===== src/rtl/playfair_digraph_cipher_core_defines.svh =====
// ----------------------------------------------------------------------------
// Playfair cipher assertion macros
// Shared concurrent assertion shorthands, clocked on clk, reset by arst_n.
// ----------------------------------------------------------------------------
`ifndef PLAYFAIR_DIGRAPH_CIPHER_CORE_DEFINES_SVH
`define PLAYFAIR_DIGRAPH_CIPHER_CORE_DEFINES_SVH

// same-cycle implication
`define PLF_ASSERT_NOW(lbl, ante, cons, msg) \
	lbl: assert property (@(posedge clk) disable iff (!arst_n) (ante) |-> (cons)) \
		else $error(msg);

// next-cycle implication
`define PLF_ASSERT_NEXT(lbl, ante, cons, msg) \
	lbl: assert property (@(posedge clk) disable iff (!arst_n) (ante) |=> (cons)) \
		else $error(msg);

`endif


===== src/rtl/plf_pkg.sv =====
// ----------------------------------------------------------------------------
// Playfair cipher package
// Widths, letter codes, register indexes and square lookup helpers.
// ----------------------------------------------------------------------------
package plf_pkg;

	localparam int SQUARE_SIDE = 5;
	localparam int CELL_COUNT  = SQUARE_SIDE * SQUARE_SIDE;
	localparam int LETTER_W    = 5;
	localparam int POS_W       = 3;
	localparam int IDX_W       = 5;
	localparam int SQUARE_W    = CELL_COUNT * LETTER_W;
	localparam int CFG_DATA_W  = 50;
	localparam int CFG_IDX_W   = 2;
	localparam int TOP_W       = 25;

	localparam logic [LETTER_W-1:0] LETTER_I    = 5'd8;
	localparam logic [LETTER_W-1:0] LETTER_J    = 5'd9;
	localparam logic [LETTER_W-1:0] LAST_LETTER = 5'd25;

	localparam logic [CFG_IDX_W-1:0] REG_CELLS_LOW = 2'd0;
	localparam logic [CFG_IDX_W-1:0] REG_CELLS_MID = 2'd1;
	localparam logic [CFG_IDX_W-1:0] REG_CELLS_TOP = 2'd2;

	typedef logic [SQUARE_W-1:0]   square_t;
	typedef logic [LETTER_W-1:0]   letter_t;
	typedef logic [POS_W-1:0]      pos_t;
	typedef logic [CELL_COUNT-1:0] match_t;

	typedef struct packed {
		logic  action;
		logic  found_a;
		logic  found_b;
		pos_t  row_a;
		pos_t  col_a;
		pos_t  row_b;
		pos_t  col_b;
	} loc_t;

	function automatic pos_t step_pos(pos_t p, logic back);
		pos_t r;
		if (back) begin
			r = (p == '0) ? pos_t'(SQUARE_SIDE - 1) : p - pos_t'(1);
		end else begin
			r = (p == pos_t'(SQUARE_SIDE - 1)) ? '0 : p + pos_t'(1);
		end
		return r;
	endfunction

	function automatic letter_t cell_rc(square_t sq, pos_t row, pos_t col);
		logic [IDX_W-1:0] idx;
		idx = IDX_W'(int'(row) * SQUARE_SIDE + int'(col));
		return sq[int'(idx) * LETTER_W +: LETTER_W];
	endfunction

endpackage


===== src/rtl/plf_in_if.sv =====
// ----------------------------------------------------------------------------
// Digraph input channel
// Valid/ready channel carrying one digraph and its mode bit per item.
// ----------------------------------------------------------------------------
interface plf_in_if;
	logic                         valid;
	logic                         ready;
	logic                         action;
	logic [plf_pkg::LETTER_W-1:0] first_letter;
	logic [plf_pkg::LETTER_W-1:0] second_letter;

	modport source (output valid, action, first_letter, second_letter, input ready);
	modport sink   (input valid, action, first_letter, second_letter, output ready);
endinterface


===== src/rtl/plf_out_if.sv =====
// ----------------------------------------------------------------------------
// Result output channel
// Valid/ready channel carrying one transformed digraph per item.
// ----------------------------------------------------------------------------
interface plf_out_if;
	logic                         valid;
	logic                         ready;
	logic [plf_pkg::LETTER_W-1:0] first_result;
	logic [plf_pkg::LETTER_W-1:0] second_result;
	logic                         letter_missing;

	modport source (output valid, first_result, second_result, letter_missing, input ready);
	modport sink   (input valid, first_result, second_result, letter_missing, output ready);
endinterface


===== src/rtl/plf_locate.sv =====
// ----------------------------------------------------------------------------
// Playfair letter locator
// Stage 1 compares both letters against every cell; stage 2 priority
// encodes the lowest matching cell into row and column.
// ----------------------------------------------------------------------------
module plf_locate (
	input  logic             clk,
	input  logic             arst_n,
	input  plf_pkg::square_t square,
	plf_in_if.sink           digraph,
	output logic             loc_valid,
	input  logic             loc_ready,
	output plf_pkg::loc_t    loc
);
	import plf_pkg::*;

	logic    v_s1;
	logic    act_s1;
	match_t  match_a_s1;
	match_t  match_b_s1;
	logic    v_s2;
	loc_t    loc_s2;

	logic    rdy_s1;
	logic    rdy_s2;
	letter_t let_a;
	letter_t let_b;
	match_t  match_a;
	match_t  match_b;
	loc_t    loc_next;

	assign rdy_s2 = !v_s2 || loc_ready;
	assign rdy_s1 = !v_s1 || rdy_s2;
	assign digraph.ready = rdy_s1;

	// J folds onto I
	assign let_a = (digraph.first_letter  == LETTER_J) ? LETTER_I : digraph.first_letter;
	assign let_b = (digraph.second_letter == LETTER_J) ? LETTER_I : digraph.second_letter;

	always_comb begin
		for (int i = 0; i < CELL_COUNT; i++) begin
			match_a[i] = (square[i*LETTER_W +: LETTER_W] == let_a) && (let_a <= LAST_LETTER);
			match_b[i] = (square[i*LETTER_W +: LETTER_W] == let_b) && (let_b <= LAST_LETTER);
		end
	end

	always_ff @(posedge clk or negedge arst_n) begin
		if (!arst_n) begin
			v_s1 <= 1'b0;
		end else if (rdy_s1) begin
			v_s1 <= digraph.valid;
		end
	end

	always_ff @(posedge clk) begin
		if (rdy_s1 && digraph.valid) begin
			act_s1     <= digraph.action;
			match_a_s1 <= match_a;
			match_b_s1 <= match_b;
		end
	end

	// lowest cell wins: scan from the top down
	always_comb begin
		loc_next         = '0;
		loc_next.action  = act_s1;
		loc_next.found_a = |match_a_s1;
		loc_next.found_b = |match_b_s1;
		for (int r = SQUARE_SIDE - 1; r >= 0; r--) begin
			for (int c = SQUARE_SIDE - 1; c >= 0; c--) begin
				if (match_a_s1[r*SQUARE_SIDE + c]) begin
					loc_next.row_a = pos_t'(r);
					loc_next.col_a = pos_t'(c);
				end
				if (match_b_s1[r*SQUARE_SIDE + c]) begin
					loc_next.row_b = pos_t'(r);
					loc_next.col_b = pos_t'(c);
				end
			end
		end
	end

	always_ff @(posedge clk or negedge arst_n) begin
		if (!arst_n) begin
			v_s2 <= 1'b0;
		end else if (rdy_s2) begin
			v_s2 <= v_s1;
		end
	end

	always_ff @(posedge clk) begin
		if (rdy_s2 && v_s1) begin
			loc_s2 <= loc_next;
		end
	end

	assign loc_valid = v_s2;
	assign loc       = loc_s2;

endmodule


===== src/rtl/plf_select.sv =====
// ----------------------------------------------------------------------------
// Playfair rule and cell select
// Stage 3 applies the row, column or rectangle rule and reads the new
// letters out of the square into the output register.
// ----------------------------------------------------------------------------
`include "playfair_digraph_cipher_core_defines.svh"

module plf_select (
	input  logic             clk,
	input  logic             arst_n,
	input  plf_pkg::square_t square,
	input  logic             loc_valid,
	output logic             loc_ready,
	input  plf_pkg::loc_t    loc,
	plf_out_if.source        result
);
	import plf_pkg::*;

	logic    v_s3;
	letter_t first_s3;
	letter_t second_s3;
	logic    miss_s3;

	logic    rdy_s3;
	pos_t    row_x;
	pos_t    col_x;
	pos_t    row_y;
	pos_t    col_y;
	letter_t first_next;
	letter_t second_next;
	logic    miss_next;

	assign rdy_s3    = !v_s3 || result.ready;
	assign loc_ready = rdy_s3;

	always_comb begin
		row_x = loc.row_a;
		col_x = loc.col_b;
		row_y = loc.row_b;
		col_y = loc.col_a;
		if (loc.row_a == loc.row_b) begin
			row_x = loc.row_a;
			col_x = step_pos(loc.col_a, loc.action);
			row_y = loc.row_b;
			col_y = step_pos(loc.col_b, loc.action);
		end else if (loc.col_a == loc.col_b) begin
			row_x = step_pos(loc.row_a, loc.action);
			col_x = loc.col_a;
			row_y = step_pos(loc.row_b, loc.action);
			col_y = loc.col_b;
		end
	end

	always_comb begin
		miss_next   = !(loc.found_a && loc.found_b);
		first_next  = miss_next ? '0 : cell_rc(square, row_x, col_x);
		second_next = miss_next ? '0 : cell_rc(square, row_y, col_y);
	end

	always_ff @(posedge clk or negedge arst_n) begin
		if (!arst_n) begin
			v_s3 <= 1'b0;
		end else if (rdy_s3) begin
			v_s3 <= loc_valid;
		end
	end

	always_ff @(posedge clk) begin
		if (rdy_s3 && loc_valid) begin
			first_s3  <= first_next;
			second_s3 <= second_next;
			miss_s3   <= miss_next;
		end
	end

	assign result.valid          = v_s3;
	assign result.first_result   = first_s3;
	assign result.second_result  = second_s3;
	assign result.letter_missing = miss_s3;

	`PLF_ASSERT_NOW(a_miss_zero, v_s3 && miss_s3, first_s3 == '0 && second_s3 == '0, "missing letter with nonzero result")
	`PLF_ASSERT_NEXT(a_load_valid, loc_valid && loc_ready, v_s3, "accepted item lost at output stage")
	`PLF_ASSERT_NEXT(a_miss_flag, loc_valid && loc_ready && !(loc.found_a && loc.found_b), miss_s3, "unfound letter not flagged")

endmodule


===== src/rtl/playfair_digraph_cipher_core.sv =====
// Pipeline: an accepted digraph passes through the match, encode and select stages to its result.
// Throughput: one item per cycle while the output is not stalled; each stage loads when empty or draining.
// The three-stage valid chain stalls from the output back, filling bubbles.
// Reset: arst_n asynchronous, active low; clears stage valids and the key square.
// ----------------------------------------------------------------------------
// Playfair digraph cipher core
// Enciphers or deciphers one digraph per item under a 5x5 key square.
// ----------------------------------------------------------------------------
module playfair_digraph_cipher_core (
	input  logic                           clk,
	input  logic                           arst_n,
	input  logic                           wr_en,
	input  logic [plf_pkg::CFG_IDX_W-1:0]  wr_index,
	input  logic [plf_pkg::CFG_DATA_W-1:0] wr_data,
	plf_in_if.sink                         digraph,
	plf_out_if.source                      result
);
	import plf_pkg::*;

	square_t square_q;
	logic    loc_valid;
	logic    loc_ready;
	loc_t    loc;

	always_ff @(posedge clk or negedge arst_n) begin
		if (!arst_n) begin
			square_q <= '0;
		end else if (wr_en) begin
			case (wr_index)
				REG_CELLS_LOW: square_q[CFG_DATA_W-1:0]              <= wr_data;
				REG_CELLS_MID: square_q[2*CFG_DATA_W-1:CFG_DATA_W]   <= wr_data;
				REG_CELLS_TOP: square_q[SQUARE_W-1:2*CFG_DATA_W]     <= wr_data[TOP_W-1:0];
				default: ;
			endcase
		end
	end

	plf_locate u_locate (
		.clk       (clk),
		.arst_n    (arst_n),
		.square    (square_q),
		.digraph   (digraph),
		.loc_valid (loc_valid),
		.loc_ready (loc_ready),
		.loc       (loc)
	);

	plf_select u_select (
		.clk       (clk),
		.arst_n    (arst_n),
		.square    (square_q),
		.loc_valid (loc_valid),
		.loc_ready (loc_ready),
		.loc       (loc),
		.result    (result)
	);

endmodule

===== src/flat_wrapper.sv =====
// flat-port wrapper written by rule: the top's interface ports become plain ports
module playfair_digraph_cipher_core_flat import plf_pkg::*;
  (clk, arst_n, wr_en, wr_index, wr_data, digraph_valid, digraph_action, digraph_first_letter, digraph_second_letter, digraph_ready, result_valid, result_first_result, result_second_result, result_letter_missing, result_ready);
  plf_in_if digraph_i ();
  plf_out_if result_i ();
  input  logic clk;
  input  logic arst_n;
  input  logic wr_en;
  input  logic [plf_pkg::CFG_IDX_W-1:0] wr_index;
  input  logic [plf_pkg::CFG_DATA_W-1:0] wr_data;
  input wire logic [$bits(digraph_i.valid)-1:0] digraph_valid;
  input wire logic [$bits(digraph_i.action)-1:0] digraph_action;
  input wire logic [$bits(digraph_i.first_letter)-1:0] digraph_first_letter;
  input wire logic [$bits(digraph_i.second_letter)-1:0] digraph_second_letter;
  output wire logic [$bits(digraph_i.ready)-1:0] digraph_ready;
  output wire logic [$bits(result_i.valid)-1:0] result_valid;
  output wire logic [$bits(result_i.first_result)-1:0] result_first_result;
  output wire logic [$bits(result_i.second_result)-1:0] result_second_result;
  output wire logic [$bits(result_i.letter_missing)-1:0] result_letter_missing;
  input wire logic [$bits(result_i.ready)-1:0] result_ready;
  assign digraph_i.valid = digraph_valid;
  assign digraph_i.action = digraph_action;
  assign digraph_i.first_letter = digraph_first_letter;
  assign digraph_i.second_letter = digraph_second_letter;
  assign digraph_ready = digraph_i.ready;
  assign result_valid = result_i.valid;
  assign result_first_result = result_i.first_result;
  assign result_second_result = result_i.second_result;
  assign result_letter_missing = result_i.letter_missing;
  assign result_i.ready = result_ready;
  playfair_digraph_cipher_core u_core (.clk(clk), .arst_n(arst_n), .wr_en(wr_en), .wr_index(wr_index), .wr_data(wr_data), .digraph(digraph_i), .result(result_i));
endmodule

===== config.mk =====
export PLATFORM = sky130hd
export DESIGN_NAME = playfair_digraph_cipher_core_flat
export DESIGN_NICKNAME = d
export VERILOG_FILES = /design/src/rtl/plf_pkg.sv /design/src/rtl/plf_in_if.sv /design/src/rtl/plf_out_if.sv /design/src/rtl/plf_locate.sv /design/src/rtl/plf_select.sv /design/src/rtl/playfair_digraph_cipher_core.sv /design/src/flat_wrapper.sv
export VERILOG_INCLUDE_DIRS = /design/src /design/src/rtl
export SDC_FILE = /design/constraint.sdc
export NUM_CORES = 1
export LEC_CHECK = 0
export ABC_AREA = 1
export BUFFER_PORTS_ARGS = -buffer_cell sky130_fd_sc_hd__clkbuf_2
export CORE_AREA = 10 10 165 167
export CTS_CLUSTER_DIAMETER = 100
export DETAILED_ROUTE_END_ITERATION = 8
export DIE_AREA = 0 0 175 177
export MAX_ROUTING_LAYER = met4
export PLACE_DENSITY = 0.87
export SYNTH_ARGS = -nofsm -noshare
export SYNTH_HDL_FRONTEND = slang
export SYNTH_SLANG_ARGS = --single-unit
export TNS_END_PERCENT = 50

===== constraint.sdc =====
create_clock -name clk -period 4.41 [get_ports clk]
set_input_delay 0.882 -clock clk [delete_from_list [all_inputs] [get_ports clk]]
set_output_delay 0.882 -clock clk [all_outputs]
set_load 0.05 [all_outputs]

### After elaboration in Yosys (flattened, before gate mapping)

Cells that the tools add are included.

* register bits after elaboration: 205
* input port bits: 68
* output and inout bits: 13
* logic and storage cells: 256

* add/subtract/negate cells: 10
* multipliers: 4
* order comparisons: 2
* eq/ne operators: 60
* shifts and indexed selects: 2
* multiplexer cells: 70
* reductions and logical operators: 81

Operators by type and width (count)
* 5-bit equality test: 50
* 125-bit by 9-bit indexed part select with 5-bit output: 2
* 5-bit two-way mux: 22
* 3-bit two-way mux: 22
* 6-bit two-way mux: 10
* 1-bit logical AND: 54
* 25-bit OR reduction: 2
* 4-bit two-way mux: 10
* 20-bit OR reduction: 2
* 10-bit OR reduction: 2
* 5-bit by 3-bit multiplier with 8-bit output (second input constant): 2
* 3-bit by 1-bit adder with 3-bit output (second input constant): 4
* 3-bit equality test (second input constant): 4
* 3-bit zero test: 4
* 3-bit by 1-bit subtractor with 3-bit output (second input constant): 4
* 5-bit by 3-bit adder with 5-bit output: 2
* 5-bit by 4-bit equality test with 1-bit output (second input constant): 2
* 5-bit less-or-equal comparator (second input constant): 2
* 3-bit by 3-bit multiplier with 5-bit output (second input constant): 2
* 5-bit OR reduction: 2
* 2-bit two-way mux: 4
* 4-bit OR reduction: 2
* 3-bit equality test: 2
* 2-bit AND reduction: 3
* other kinds (7): 14

### Longest topological paths before layout

* depth after elaboration: 24
* depth in mapped cells: 24
* mapped depth without buffers: 21

### Hierarchy

A second synthesis with hierarchy kept.

* cell total of the unflattened synthesis: 2184
* area, all modules: 15780.1 um2

By module, submodules not included
* plf_locate: times used 1, cells each 721, area an instance 6039.5 um2, sequential area each 2031.9 um2
* playfair_digraph_cipher_core: times used 1, cells each 553, area an instance 5081.1 um2, sequential area each 3128.0 um2
* plf_select: times used 1, cells each 910, area an instance 4659.5 um2, sequential area each 355.3 um2

### Least setup slack after synthesis

OpenSTA, ideal clock, no wires.

* kind: register -> register
* start: reg u_core.u_locate.loc_s2 (netlist bit u_core.u_locate.loc[9])
* end: reg u_core.u_select.first_s3[1] (netlist: u_core.u_select.result.first_result[1]) (data pin)
* setup time: 253 ps
* arrival time: 3517 ps
* required time: 4157 ps
* slack: 640 ps
* stages on the path, launching flop included: 21
* path buffers: 0
* clock period less this slack: 3770 ps
* path through: edfxtp_1 -> inv_1 -> ha_1 -> ha_1 -> or2_2 -> nor2_1 -> nand2_1 -> o211ai_2 -> o21ai_4 -> inv_1 -> ha_1 -> ha_1 -> fa_1 -> xnor2_1 -> inv_1 -> nand3_1 -> o21ai_0 -> inv_1 -> nand2_1 -> nand2_1 -> nor2_1

* cells in the longest elaborated chain, start to end: 9
* elaborated cells on any way between the ends: 15
* those cells by class: add/sub (3); mul (2); eq/ne (2); shift (1); mux (6); reduce/logical (1)

Ends and longest elaborated chain
* start: declaration: line plf_locate.sv:22 `loc_t loc_s2;`
* start signal: assignment: line plf_locate.sv:93 `loc_s2 <= loc_next;`
* 3-bit by 1-bit adder with 3-bit output (tied with other cells): line plf_pkg.sv:45 `r = (p == pos_t'(SQUARE_SIDE - 1)) ? '0 : p + pos_t'(1);`
* 3-bit two-way mux, on equally long branches: line plf_pkg.sv:45, plf_pkg.sv:43
* 3-bit two-way mux: line plf_pkg.sv:42 `if (back) begin`
* 3-bit two-way mux: line plf_select.sv:46 `end else if (loc.col_a == loc.col_b) begin`
* 3-bit two-way mux: line plf_select.sv:41 `if (loc.row_a == loc.row_b) begin`
* 3-bit by 3-bit multiplier with 5-bit output: line plf_pkg.sv:52 `idx = IDX_W'(int'(row) * SQUARE_SIDE + int'(col));`
* 5-bit by 3-bit adder with 5-bit output (*): line plf_pkg.sv:52
* 5-bit by 3-bit multiplier with 8-bit output (*): line plf_pkg.sv:53 `return sq[int'(idx) * LETTER_W +: LETTER_W];`
* 125-bit by 9-bit indexed part select with 5-bit output (*): line plf_pkg.sv:53
* end signal: assignment: line plf_select.sv:70 `first_s3 <= first_next;`
* end: declaration: line plf_select.sv:20 `letter_t first_s3;`

Every way passes the cells marked *; elsewhere a longest branch is shown, timed or not.
A chain may end at the register's enable or synchronous reset.

### Worst setup path in the final report

* start: reg u_core.u_locate.loc_s2 (netlist bit u_core.u_locate.loc[9])
* end: reg u_core.u_select.first_s3[2] (netlist: u_core.u_select.result.first_result[2]) (data pin)

The elaborated chain is that of the path after synthesis.

==> impl_metrics.yaml <==
cts:
  clkSinkCount: 205
  htreeDepth: 1
  cts_tree: "done"
  clk_latency_ns: 0.53
  cts_setup_buffers: 0
  cts-root-buf: "clkbuf_16"
  numCtsBuffers: 23
  clk_path_buf_depth: 3
  clk_pin_slew_ns: 0.06
sta:
  min_period_ns: 4.074
  finalSetupTns_ns: 0
  hold_viol: 0
  maxSlewViolCount: 0
  slew_headroom_pct: 30.23
  grt_setup_unrepaired: "no"
  clock_skew_ns: 0.02307
  fmax_mhz: 245.5
  setup_viol: 0
  final.period_utilization_pct: 92.38
  worst_pin_slew_ns: 1.045
  hold_slack_ns: 0.4027
pwr:
  clkPwrFrac_pct: 16.4
  swShare_pct: 51.22
  power_frac_comb_pct: 59.1
  seqPwrFrac_pct: 24.5
  ir_drop_mv: 0.7542
  p_int_mw: 5.787
  p_leak_nw: 6.978
  power_density_nw_per_um2: 756.1
  p_sw_mw: 6.077
synth:
  synth_common_cells: "nand2_1, o21ai_0, inv_1, a21oi_1, nor2_1"
  yosys_most_used_dff: "dfrtp_1"
  synth_top_area_cell: "dfrtp_1"
  synth.top_cell.area_share_pct: 22.63
  ys_seq_area_share_pct: 38.97
  synth_edf_count: 77
  ys_types: 52
  avgSynthCellArea_um2: 7.589
  yosysMostFrequentCell: "nand2_1"
  syn_inst: 1865
  synth_nets: 1967
  synthTopCellsByArea: "dfrtp_1, edfxtp_1, o21ai_0"
  yosys_warnings: 0
  async_reset_ff_share_pct: 62.44
  ys_ff_latch: 205
  syn_area_um2: 14150
grt:
  grt_pass1_vias: 13538
  grt_pass1_wl_um: 84580
  grt_use_met1_pct: 46.78
  grtUsageTotal_pct: 36.94
  grt_max_degree: 81
  met2_usage_pct: 55.61
  grt_util_met3_pct: 6.955
  grt_busiest_layer: "met2"
  antenna_found_initial: 3
  grt.overflow.total: 0
detailed_routing:
  first_iter_violations: 2308
  antenna_left: 0
  post_drt_wl_per_cell_um: 25.14
  vias: 14297
  routed_via_density: 6.360
  drc: 0
  first_pass_iters: 7
  routed_wl_um: 56520
die:
  start_util_pct: 59.06
  die_h_um: 177
  die_area_um2: 30980
  die_w_um: 175
  rows: 57
  num_io_pins: 81
  core_um2: 23960
placed_design:
  port_buffers: 80
  place_area_um2: 14920
  dp_hpwl_um: 42100
  gp_congestion: 1.094
min_path:
  min-delay-path-class: "input pin to asynchronous set/reset pin"
critical_path:
  critPathKind: "register to register"
  critical_path_required_ns: 4.68
  critPathArrivalTime_ns: 4.34
  startpoint_type: "register"
  crit_fanout: 13
  end_kind: "register"
run:
  drv_cap: 0
outcome:
  status: "complete, no violations"
finish:
  area.growth.synth_to_final_pct: 10.86
  layout-drive-gt1-share_pct: 10.56
  fin_nets: 2008
  fin_area_um2: 15690
## sequential cells by signal, indices dropped and copies added (netlist names)
register and cells:
u_core.u_select.result.second_result 5, u_core.u_locate.match_b_s1 25, u_core.u_select.result.letter_missing 1, u_core.square_q 125, u_core.u_select.result.valid 1, u_core.u_locate.v_s1 1
u_core.u_select.result.first_result 5, u_core.u_locate.act_s1 1, u_core.u_locate.loc 15, u_core.u_locate.match_a_s1 25, u_core.u_locate.loc_valid 1
## routing by layer
metal  vias up  wire, µm  part of all wire [%]
li1       6389         -                     -
met1      6741     21650                    38
met4         0      3699                   6.5
met3       215      6198                    11
met5         -         0                     0
met2       952     24970                    44
## timing repair
action	4_1_cts	5_1_grt
resized for setup	0	1
endpoints found under the setup margin	0	5
hold buffers	0	0
## through the flow
| step | util (%) | power [mW] | setup slack (ns) | instances |
|---|---|---|---|---|
| after floorplan | - | 7.199 | 0.6399 | 1865 |
| after global placement | 62.28 | 9.614 | 0.3596 | 2205 |
| after detailed placement | 62.28 | 9.654 | 0.1951 | 2205 |
| after CTS | 65.45 | 11.64 | 0.1764 | 2246 |
| after global routing | 65.48 | 12.59 | 0.1641 | 2248 |
| final | 65.48 | 11.86 | 0.3361 | 2248 |
## final timing paths
kind                                                           to  cells past startpoint  slack, ns                   start
min in group clk                          u_core.u_locate.loc[14]                      0       0.45  u_core.u_locate.act_s1
min                                           u_core.square_q[49]                      1       0.40                  arst_n
min reg2reg                               u_core.u_locate.loc[14]                      0       0.45  u_core.u_locate.act_s1
max                        u_core.u_select.result.first_result[2]                     19       0.34  u_core.u_locate.loc[9]
max in group asynchronous            u_core.u_select.result.valid                      2       3.11                  arst_n
max reg2reg                u_core.u_select.result.first_result[2]                     19       0.34  u_core.u_locate.loc[9]
## placed cells by master (no fill, tap or decap), types with 24 or more instances in the layout
cell type	instances
inv_1	207
ha_1	30
o211ai_1	30
buf_4	43
clkbuf_2	79
a21oi_1	160
clkbuf_16	24
nand3_1	73
xnor2_1	78
nor2_1	139
xor2_1	48
o21ai_0	303
o22ai_1	39
dfrtp_1	128
nand2_1	306
edfxtp_1	77
## kinds of logic (layout without fill, tap and decap cells)
group	count (synthesis)	after routing	synth area share, %
AO/OA/AOI/OAI	592	592	23.62
AND/OR/NAND/NOR	573	573	16.70
buffers and inverters	329	386	8.964
flip-flops	205	205	38.97
XOR/XNOR	130	130	8.495
adder cells (fa/ha/maj)	34	34	3.112
multiplexers	2	2	0.1414
other	0	2	0
## power groups by stage
stage | combinational [mW] | clock, mW | sequential, mW
4_1_cts | 6.80 | 1.97 | 2.87
6_report | 7.01 | 1.95 | 2.91
2_1_floorplan | 4.32 | 0 | 2.88
3_3_place_gp | 6.71 | 0 | 2.90
3_5_place_dp | 6.75 | 0 | 2.91
5_1_grt | 7.62 | 2.04 | 2.92
## worst max-delay path, cell delays in order (launching register included)
cell	delay, ns
edfxtp_1	0.39
inv_1	0.09
ha_1	0.25
ha_1	0.18
or2_2	0.30
nor2_1	0.10
nand2_1	0.07
o211ai_2	0.09
o21ai_4	0.11
inv_1	0.09
ha_1	0.23
ha_1	0.32
fa_2	0.74
inv_1	0.25
nand3_1	0.27
o21ai_0	0.12
inv_1	0.06
nand2_1	0.05
nand2_1	0.07
nor2_1	0.05
## final cells by class
type	count	area (µm²)
fillers	2052	8272
multi-input cells	1331	7383
flip-flops and latches	205	5515
inverters	219	823.3
repair buffers	126	798.3
clock buffers	31	646.9
well taps	324	405.4
clock inverters	10	113.9
diodes	2	5.005
Note: power is estimated with default switching activity, not from simulation.
